## src/hdl/okvt_pkg.sv

```systemverilog
// shared types and constants for the object-keyed value table
// no dependencies
`timescale 1ns / 1ps

package okvt_pkg;

  localparam int TABLE_ENTRIES = 16;
  localparam int IDX_W = (TABLE_ENTRIES > 1) ? $clog2(TABLE_ENTRIES) : 1;
  localparam int KEY_W = 64;
  localparam int VAL_W = 64;
  localparam logic [IDX_W-1:0] LAST_IDX = IDX_W'(TABLE_ENTRIES - 1);

  typedef enum logic [1:0] {
    CMD_SET = 2'd0,
    CMD_GET = 2'd1,
    CMD_HAS = 2'd2,
    CMD_DEL = 2'd3
  } cmd_t;

  typedef enum logic [1:0] {
    STAT_OK         = 2'd0,
    STAT_FULL       = 2'd1,
    STAT_NOT_OBJECT = 2'd2
  } status_t;

  typedef enum logic [2:0] {
    S_IDLE,
    S_SCAN,
    S_DRAIN,
    S_ACT,
    S_RESP
  } state_t;

  // controller to datapath commands
  typedef struct packed {
    logic             load;
    logic             scan_rd;
    logic [IDX_W-1:0] scan_addr;
    logic             act;
  } ctrl_cmd_t;

endpackage

```

## src/hdl/okvt_ctrl.sv

```systemverilog
// request sequencer for the object-keyed value table
// depends on okvt_pkg
`timescale 1ns / 1ps

module okvt_ctrl (
  input  logic               clk,
  input  logic               rst_n,
  input  logic               start,
  input  logic               key_is_object,
  output logic               busy,
  output logic               out_valid,
  output okvt_pkg::ctrl_cmd_t cmd
);
  import okvt_pkg::*;

  state_t           state_r, state_nxt;
  logic [IDX_W-1:0] scan_idx_r, scan_idx_nxt;

  always_ff @(posedge clk) begin
    if (!rst_n) begin
      state_r    <= S_IDLE;
      scan_idx_r <= '0;
    end else begin
      state_r    <= state_nxt;
      scan_idx_r <= scan_idx_nxt;
    end
  end

  always_comb begin
    state_nxt     = state_r;
    scan_idx_nxt  = scan_idx_r;
    cmd.load      = 1'b0;
    cmd.scan_rd   = 1'b0;
    cmd.scan_addr = scan_idx_r;
    cmd.act       = 1'b0;
    busy          = (state_r != S_IDLE);
    out_valid     = 1'b0;
    case (state_r)
      S_IDLE: begin
        scan_idx_nxt = '0;
        if (start) begin
          cmd.load  = 1'b1;
          state_nxt = key_is_object ? S_SCAN : S_RESP;
        end
      end
      S_SCAN: begin
        cmd.scan_rd = 1'b1;
        if (scan_idx_r == LAST_IDX) begin
          state_nxt = S_DRAIN;
        end else begin
          scan_idx_nxt = scan_idx_r + 1'b1;
        end
      end
      // last slot compare lands here
      S_DRAIN: state_nxt = S_ACT;
      S_ACT: begin
        cmd.act   = 1'b1;
        state_nxt = S_RESP;
      end
      S_RESP: begin
        out_valid = 1'b1;
        state_nxt = S_IDLE;
      end
      default: state_nxt = S_IDLE;
    endcase
  end

endmodule

```

## src/hdl/okvt_dp.sv

```systemverilog
// slot memories, key compare and result registers of the value table
// depends on okvt_pkg
`timescale 1ns / 1ps

module okvt_dp (
  input  logic                       clk,
  input  logic                       rst_n,
  input  okvt_pkg::ctrl_cmd_t        cmd,
  input  logic [1:0]                 in_command,
  input  logic                       in_key_is_object,
  input  logic [okvt_pkg::KEY_W-1:0] in_key_id,
  input  logic [okvt_pkg::VAL_W-1:0] in_new_value,
  output logic                       out_hit,
  output logic [okvt_pkg::VAL_W-1:0] out_read_value,
  output logic [1:0]                 out_status
);
  import okvt_pkg::*;

  logic [KEY_W-1:0] key_mem [TABLE_ENTRIES];
  logic [VAL_W-1:0] val_mem [TABLE_ENTRIES];

  logic [TABLE_ENTRIES-1:0] valid_r, valid_nxt;

  cmd_t             cmd_r;
  logic [KEY_W-1:0] key_r;
  logic [VAL_W-1:0] value_r;

  logic [KEY_W-1:0] key_rd_r;
  logic [VAL_W-1:0] val_rd_r;
  logic             cmp_vld_r;
  logic [IDX_W-1:0] cmp_idx_r;

  logic             found_r, found_nxt;
  logic [IDX_W-1:0] match_idx_r, match_idx_nxt;
  logic             free_r, free_nxt;
  logic [IDX_W-1:0] free_idx_r, free_idx_nxt;

  logic             hit_r, hit_nxt;
  logic             get_hit_r, get_hit_nxt;
  status_t          status_r, status_nxt;

  logic             wr_key_en;
  logic             wr_val_en;
  logic [IDX_W-1:0] wr_idx;
  logic             val_rd_en;

  // memories, registered read
  always_ff @(posedge clk) begin
    if (wr_key_en) key_mem[wr_idx] <= key_r;
    if (cmd.scan_rd) key_rd_r <= key_mem[cmd.scan_addr];
  end

  always_ff @(posedge clk) begin
    if (wr_val_en) val_mem[wr_idx] <= value_r;
    if (val_rd_en) val_rd_r <= val_mem[match_idx_r];
  end

  always_ff @(posedge clk) begin
    if (!rst_n) begin
      valid_r   <= '0;
      cmp_vld_r <= 1'b0;
    end else begin
      valid_r   <= valid_nxt;
      cmp_vld_r <= cmd.scan_rd;
    end
  end

  always_ff @(posedge clk) begin
    cmp_idx_r   <= cmd.scan_addr;
    found_r     <= found_nxt;
    match_idx_r <= match_idx_nxt;
    free_r      <= free_nxt;
    free_idx_r  <= free_idx_nxt;
    hit_r       <= hit_nxt;
    get_hit_r   <= get_hit_nxt;
    status_r    <= status_nxt;
    if (cmd.load) begin
      cmd_r   <= cmd_t'(in_command);
      key_r   <= in_key_id;
      value_r <= in_new_value;
    end
  end

  // scan compare: first matching slot and lowest free slot
  always_comb begin
    found_nxt     = found_r;
    match_idx_nxt = match_idx_r;
    free_nxt      = free_r;
    free_idx_nxt  = free_idx_r;
    if (cmd.load) begin
      found_nxt = 1'b0;
      free_nxt  = 1'b0;
    end else if (cmp_vld_r) begin
      if (valid_r[cmp_idx_r] && key_rd_r == key_r && !found_r) begin
        found_nxt     = 1'b1;
        match_idx_nxt = cmp_idx_r;
      end
      if (!valid_r[cmp_idx_r] && !free_r) begin
        free_nxt     = 1'b1;
        free_idx_nxt = cmp_idx_r;
      end
    end
  end

  // table update and result
  always_comb begin
    valid_nxt   = valid_r;
    hit_nxt     = hit_r;
    get_hit_nxt = get_hit_r;
    status_nxt  = status_r;
    wr_key_en   = 1'b0;
    wr_val_en   = 1'b0;
    wr_idx      = match_idx_r;
    val_rd_en   = 1'b0;
    if (cmd.load) begin
      hit_nxt     = 1'b0;
      get_hit_nxt = 1'b0;
      status_nxt  = in_key_is_object ? STAT_OK : STAT_NOT_OBJECT;
    end else if (cmd.act) begin
      hit_nxt = found_r;
      case (cmd_r)
        CMD_SET: begin
          if (found_r) begin
            wr_val_en = 1'b1;
          end else if (free_r) begin
            wr_idx             = free_idx_r;
            wr_key_en          = 1'b1;
            wr_val_en          = 1'b1;
            valid_nxt[free_idx_r] = 1'b1;
          end else begin
            status_nxt = STAT_FULL;
          end
        end
        CMD_GET: begin
          val_rd_en   = found_r;
          get_hit_nxt = found_r;
        end
        CMD_HAS: ;
        CMD_DEL: begin
          if (found_r) valid_nxt[match_idx_r] = 1'b0;
        end
        default: ;
      endcase
    end
  end

  assign out_hit        = hit_r;
  assign out_read_value = get_hit_r ? val_rd_r : '0;
  assign out_status     = status_r;

endmodule

```

## src/hdl/object_keyed_value_table.sv

```systemverilog
// top level of the object-keyed value table
// depends on okvt_pkg, okvt_ctrl and okvt_dp
`timescale 1ns / 1ps

// keyed table of TABLE_ENTRIES slots mapping a 64-bit object identity to a
// 64-bit value word. a request is taken when start is high and busy is low;
// every request yields exactly one result, shown for a single cycle with
// out_valid high. the receiver cannot stall, so it must take the result in
// that cycle. for a request with an object key the key memory is scanned
// one slot per cycle through its single read port, then a drain state lets
// the last compare land, an act state updates the table or reads the value
// memory, and a result state presents the result. a request whose key is
// not an object skips the scan and goes from accept straight to the result
// state. valid marks are flops cleared by reset, so the table is usable
// right after reset with no clearing pass

module object_keyed_value_table (
  input  logic                       clk,
  input  logic                       rst_n,
  // request channel
  input  logic                       start,
  output logic                       busy,
  input  logic [1:0]                 in_command,
  input  logic                       in_key_is_object,
  input  logic [okvt_pkg::KEY_W-1:0] in_key_id,
  input  logic [okvt_pkg::VAL_W-1:0] in_new_value,
  // result channel, one cycle strobe
  output logic                       out_valid,
  output logic                       out_hit,
  output logic [okvt_pkg::VAL_W-1:0] out_read_value,
  output logic [1:0]                 out_status
);
  import okvt_pkg::*;

  ctrl_cmd_t cmd;

  // sequencer: accept, slot scan, update, result strobe
  okvt_ctrl u_ctrl (
    .clk           (clk),
    .rst_n         (rst_n),
    .start         (start),
    .key_is_object (in_key_is_object),
    .busy          (busy),
    .out_valid     (out_valid),
    .cmd           (cmd)
  );

  // slot memories, valid marks, key compare and result registers
  okvt_dp u_dp (
    .clk              (clk),
    .rst_n            (rst_n),
    .cmd              (cmd),
    .in_command       (in_command),
    .in_key_is_object (in_key_is_object),
    .in_key_id        (in_key_id),
    .in_new_value     (in_new_value),
    .out_hit          (out_hit),
    .out_read_value   (out_read_value),
    .out_status       (out_status)
  );

endmodule

```

## config.mk

```make
export PLATFORM = sky130hd
export DESIGN_NAME = object_keyed_value_table
export DESIGN_NICKNAME = d
export VERILOG_FILES = /design/src/hdl/okvt_pkg.sv /design/src/hdl/okvt_ctrl.sv /design/src/hdl/okvt_dp.sv /design/src/hdl/object_keyed_value_table.sv
export SDC_FILE = /design/constraint.sdc
export NUM_CORES = 2
export LEC_CHECK = 0
export BUFFER_PORTS_ARGS = -buffer_cell sky130_fd_sc_hd__buf_2
export CAP_MARGIN = 20
export CORE_AREA = 2 2 338 590
export CTS_CLUSTER_DIAMETER = 200
export DETAILED_ROUTE_END_ITERATION = 10
export DIE_AREA = 0 0 340 592
export GPL_ROUTABILITY_DRIVEN = 0
export MAX_ROUTING_LAYER = met4
export PLACE_DENSITY = 0.71
export SLEW_MARGIN = 40
export SYNTH_ARGS = -nofsm -noshare
export SYNTH_HDL_FRONTEND = slang
export SYNTH_SLANG_ARGS = --single-unit
```

## constraint.sdc

```tcl
create_clock -name clk -period 6.9 [get_ports clk]
set_input_delay 0.345 -clock clk [delete_from_list [all_inputs] [get_ports clk]]
set_output_delay 0.345 -clock clk [all_outputs]
set_load 0.005 [all_outputs]
```

# == Word level (Yosys, flattened, before mapping) ==
# Memories as Yosys holds them, arrays and structs flattened. A register that Yosys moved wholly into a read port is not among the register bits.
# Cells that the tools add are included.
# totals
in_bits,134
mem_bits_rw,2048
memories,2
output_inout_bits,69
ff_bits,172
wordCells,116
# memory_table
name,depth,word_bits,read_ports,rd_clocked_by_memory_dff,write_ports,line,rtl
u_dp.key_mem,16,64,1,1,1,okvt_dp.sv:19,logic [KEY_W-1:0] key_mem [TABLE_ENTRIES];
u_dp.val_mem,16,64,1,1,1,okvt_dp.sv:20,logic [VAL_W-1:0] val_mem [TABLE_ENTRIES];
# classes
eq_ne,16
reduce_logical,24
magnitude_cmp,5
muxes,49
n_addsub,1
bitwise_logic,4
# op_table
cell,n
== test 64 bit,1
2-to-1 mux 64 bit,1
2-to-1 mux 16 bit,3
one-hot mux 16 bit (2 select lines),1
2-to-1 mux 1 bit,24
2-to-1 mux 4 bit,6
AND 16 bit,1
NOT 16 bit,1
OR 16 bit,1
less-than comparator 4 x 5 -> 1 bit (second input constant),3
2-to-1 mux 2 bit,6
one-hot mux 3 bit (4 select lines),1
!= test 2 bit (second input constant),5
AND reduction 2 bit,5
2-to-1 mux 3 bit,3
demux 1 bit (select 4 bit),2
greater-or-equal comparator 4 x 1 -> 1 bit (second input constant),2
one-hot mux 4 bit (2 select lines),1
nonzero test 2 bit,4
== test 3 x 2 -> 1 bit (second input constant),2
!= test 2 x 1 -> 1 bit (second input constant),3
AND reduction 3 bit,2
AND reduction 6 bit,1
logical AND 1 bit,5
13 further kinds,15

# == Logic depth before layout (Yosys ltp) ==
# depth
depth_word,8
depth_mapped,8
ltp_nobuf,7

# == By module ==
# From an unflattened synthesis, not the netlist that was laid out.
# hier_totals
cells_unflattened,3526
hier_area_um2,88009.4
# modules_own_cells
module,area_each_um2,instances,seq_area_each_um2,cells_per_inst
okvt_dp,87601.5,1,70047.2,3478
okvt_ctrl,407.9,1,140.1,48

# == Least setup slack after synthesis ==
# Ideal clock, no wire load.
# synth_timing
path_type,register to register
start,register u_dp.cmd_r[0]
end,"memory u_dp.key_mem[13][0], enable pin"
required_ns,6.413
path_stages_with_launch,8
path_buffers,1
setup_time_ns,0.487
setup_slack_ns,2.261
period_less_slack_ns,4.639
arrival_ns,4.153
cell_sequence,edfxtp_1 > inv_1 > ha_1 > nand4b_1 > nor2_1 > buf_2 > a31oi_1 > nor2_1
# synth_between
elab_chain_cells,6
elab_cells_between_ends,9
classes_between,8 x mux; 1 x reduce/logical
# synth_rtl
element,line,rtl
"start, declared",okvt_dp.sv:24,cmd_t cmd_r;
"start signal, assigned",okvt_dp.sv:78,cmd_r <= cmd_t'(in_command);
zero test 2 bit (*),okvt_dp.sv:121,case (cmd_r)
2-to-1 mux 1 bit,okvt_dp.sv:121,
2-to-1 mux 1 bit,okvt_dp.sv:119,end else if (cmd.act) begin
2-to-1 mux 1 bit,okvt_dp.sv:115,if (cmd.load) begin
2-to-1 mux 1 bit,okvt_dp.sv:49,if (wr_key_en) key_mem[wr_idx] <= key_r;
2-to-1 mux 1 bit (not written as such),okvt_dp.sv:49,
"end, declared",okvt_dp.sv:19,
# Every way passes the cells marked *; elsewhere a longest branch is shown, timed or not.

# == Final worst setup path ==
# layout_timing
start,register u_dp.cmd_r[0]
end,"memory u_dp.val_mem[2][46], enable pin"
# layout_between
elab_chain_cells,6
elab_cells_between_ends,9
classes_between,8 x mux; 1 x reduce/logical
# layout_rtl
element,line,rtl
zero test 2 bit (*),okvt_dp.sv:121,
2-to-1 mux 1 bit,okvt_dp.sv:121,
2-to-1 mux 1 bit,okvt_dp.sv:119,
2-to-1 mux 1 bit,okvt_dp.sv:115,
2-to-1 mux 1 bit,okvt_dp.sv:54,if (wr_val_en) val_mem[wr_idx] <= value_r;
2-to-1 mux 1 bit (not written as such),okvt_dp.sv:54,
"end, declared",okvt_dp.sv:20,
# Marks and branches as above.

==> summary.txt <==
Die
  • Die Y: 592 um
  • Die footprint: 201300 sq um
  • Die width: 340 um
  • Starting density of the core: 0.4482
  • Core Region: 196100 sq um
  • Num rows: 215
  • IO Count: 203

Route
  • Overall routed net length: 190300 um
  • TritonRoute pass-1 iters: 7
  • Vias after detailed routing: 38430
  • Mean number of vias per cell: 5.662
  • DR iter-0 viols: 4372
  • Routed Antenna Nets: 0
  • DRC: 0
  • Per-cell routed wire length: 28.05 um

Logic synthesis
  • Synth unique cells: 47
  • Synth Cell Area: 87890 sq um
  • Most frequent cell after synthesis: edfxtp_1
  • Ys async rst share: 0
  • Main flop type after synthesis: edfxtp_1
  • Seq cells post-synth: 2348
  • Post-synthesis sequential area ratio: 0.7986
  • Syn_nets: 3660
  • Count of flip-flops with a built-in enable after synthesis: 2316
  • Synth area leader: edfxtp_1
  • Syn_area_per_cell: 24.95 sq um
  • Top-area cell type share of the netlist area: 0.7913
  • Synth warn: 0
  • Mapped Cells: 3522
  • Ranking of synthesized cells by area: edfxtp_1 79%, mux4_2 17%, dfxtp_1 0.73%
  • Top post-synthesis cells by count: 2316 x edfxtp_1, 644 x mux4_2, 66 x and2_1, 63 x clkbuf_1, 51 x xnor2_1

Layout
  • Final non-filler cell total: 6787
  • Synthesis-to-finish area growth: 14.75%
  • Layout cells sized above 1: 0.3121
  • Final core utilization: 0.5143
  • Final net count: 4154

Clocking
  • Clock root buffer: clkbuf_16
  • Num Clock Sinks: 2348
  • Clock transition at path regs: 0.07 ns
  • Skew-Pair Late Insertion Delay: 0.86 ns
  • H-tree depth: 4
  • CTS tree: built
  • CTS Buf Count: 209
  • Max Root-Sink Buffers: 4
  • # Post-CTS Setup Buffers: 0

STA
  • Unrepaired setup endpoints after global routing: false
  • Fmax: 0.2619 GHz
  • Final hold violation count: 0
  • Clk_skew: 0.06918 ns
  • Final Setup Violations: 0
  • Pins over their slew limit: 0
  • Worst setup margin: 3.081 ns
  • Setup_tns: 0 ns
  • Fin crit share: 0.5534
  • Max_slew headroom: 0.4285
  • Crit path time final: 3.819 ns
  • Measured slew at the worst slew-check pin: 0.8573 ns

Setup path
  • CP max FO: 38
  • CP endpoint kind: flip-flop
  • Startpoint Class: flip-flop
  • Data arrival, critical path: 4.26 ns
  • Worst path most repeated cell: buf_4
  • Critical Path RT: 7.34 ns
  • Crit-path slowest cell: buf_4
  • Setup CP Type: reg2reg
  • Worst path cell trace: inv_1, ha_1, nand4b_1, nor2_2, a31oi_4, nor2_4, buf_4, buf_4
  • CP peak stage delay: 0.66 ns

Global route
  • First-pass GRT wire length: 278600 um
  • Number of global-route vias before repair: 40780
  • Initial antenna violation count: 17
  • Grt total ovfl: 0
  • Gr usage total: 0.1944
  • Largest net degree at the start of global routing: 90

Power and ir drop
  • Pwr dens: 290.1 nW/um^2
  • Pwr Total: 29.26 mW
  • Pleak: 30.93 nW
  • IR Drop Worst-Case VDD: 0.2110 mV

Status
  • Outcome: finished clean

Placement
  • IO Port Bufs: 202
  • Dpl ws: 3.090 ns
  • Dpl cells: 6274
  • Post-DP HPWL: 107500 um

Min path
  • Worst hold path class: in2reg

Job
  • Max Cap Viol: 0
per-stage QoR:
stage          cell area [sq um]  hold slack, ns
5_1_grt                   100800          0.1459
6_report                  100900          0.1822
2_1_floorplan              87890          0.3290
3_5_place_dp               92760          0.4698
3_3_place_gp               92210          0.4590
4_1_cts                   100800          0.1180
critical path: cells and delay by family, from the launching register on:
family	cells	cell delay [ns]
adders and majority gates	1	0.26
AOI/OAI and AO/OA	1	0.38
buffers and inverters	3	1.21
and+or+nand+nor	3	0.99
DFF	1	0.43
worst paths after layout:
path	startpoint	endpoint	slack (ns)	depth (start not counted)
max	u_dp.cmd_r[0]	u_dp.val_mem[2][46]	3.08	8
min reg2reg	u_dp.valid_r[0]	u_dp.valid_r[0]	0.48	2
min	in_key_id[24]	u_dp.key_r[24]	0.18	2
max reg2reg	u_dp.cmd_r[0]	u_dp.val_mem[2][46]	3.08	8
per-layer routing:
layer  track usage  share of wire  vias up
li1              -              -    16070
met1        0.2261           0.36    20690
met2        0.3518           0.55     1332
met3       0.02492          0.052      340
met4       0.05731          0.028        0
met5             -              0        -
state kept, by name (all words and copies together) (netlist names), 16 cells and up:
signal / cells
u_dp.key_mem: 1024
u_dp.key_r: 64
u_dp.key_rd_r: 64
u_dp.val_mem: 1024
u_dp.val_rd_r: 64
u_dp.valid_r: 16
u_dp.value_r: 64
timing repair:
action / CTS / global route
hold endpoints to repair: 138 / 0
endpoints found under the setup margin: 0 / 0
hold buffers: 134 / 0
gates resized for setup: 0 / 0
report_power, final:
part           switching (mW)  leakage, nW  internal (mW)
combinational           0.487         6.52          0.340
clock                    5.06         3.25           6.51
sequential              0.564         21.2           16.3
total                    6.11         30.9           23.1
cell type report:
class,count,area [sq um]
diodes,8,20.02
flip-flops and latches,2348,70200
well taps,2604,3258
fillers,14710,95250
repair buffers,448,3626
clock inverters,121,1186
inverters,19,83.83
clock buffers,249,5508
multi-input cells,990,16970
placed cells by master (no fill, tap or decap), types with 6 or more instances in the layout:
cell type / instances
dfxtp_1: 27
a21oi_1: 21
nand2_1: 31
nor3_1: 8
buf_4: 64
nand3_1: 9
clkinv_2: 34
clkinv_4: 6
buf_6: 18
buf_16: 8
diode_2: 8
and2_1: 65
nand4_1: 15
clkbuf_1: 34
nor2_1: 17
buf_12: 8
edfxtp_1: 2316
inv_1: 17
nor2_4: 32
o21ai_0: 19
clkbuf_16: 215
bufinv_16: 22
clkinvlp_4: 13
mux4_2: 644
dlygate4sd3_1: 134
xnor2_1: 51
clkinv_1: 41
buf_8: 14
nand2b_1: 18
buf_2: 202
cells by family after synthesis:
group / share of synthesized area
flops: 0.7986
xor+xnor: 0.005182
fa+ha+maj: 0.0005695
mux: 0.1654
buf+inv: 0.01187
simple gates: 0.01361
compound gates: 0.004783
Power figures use the tool's default switching activity.
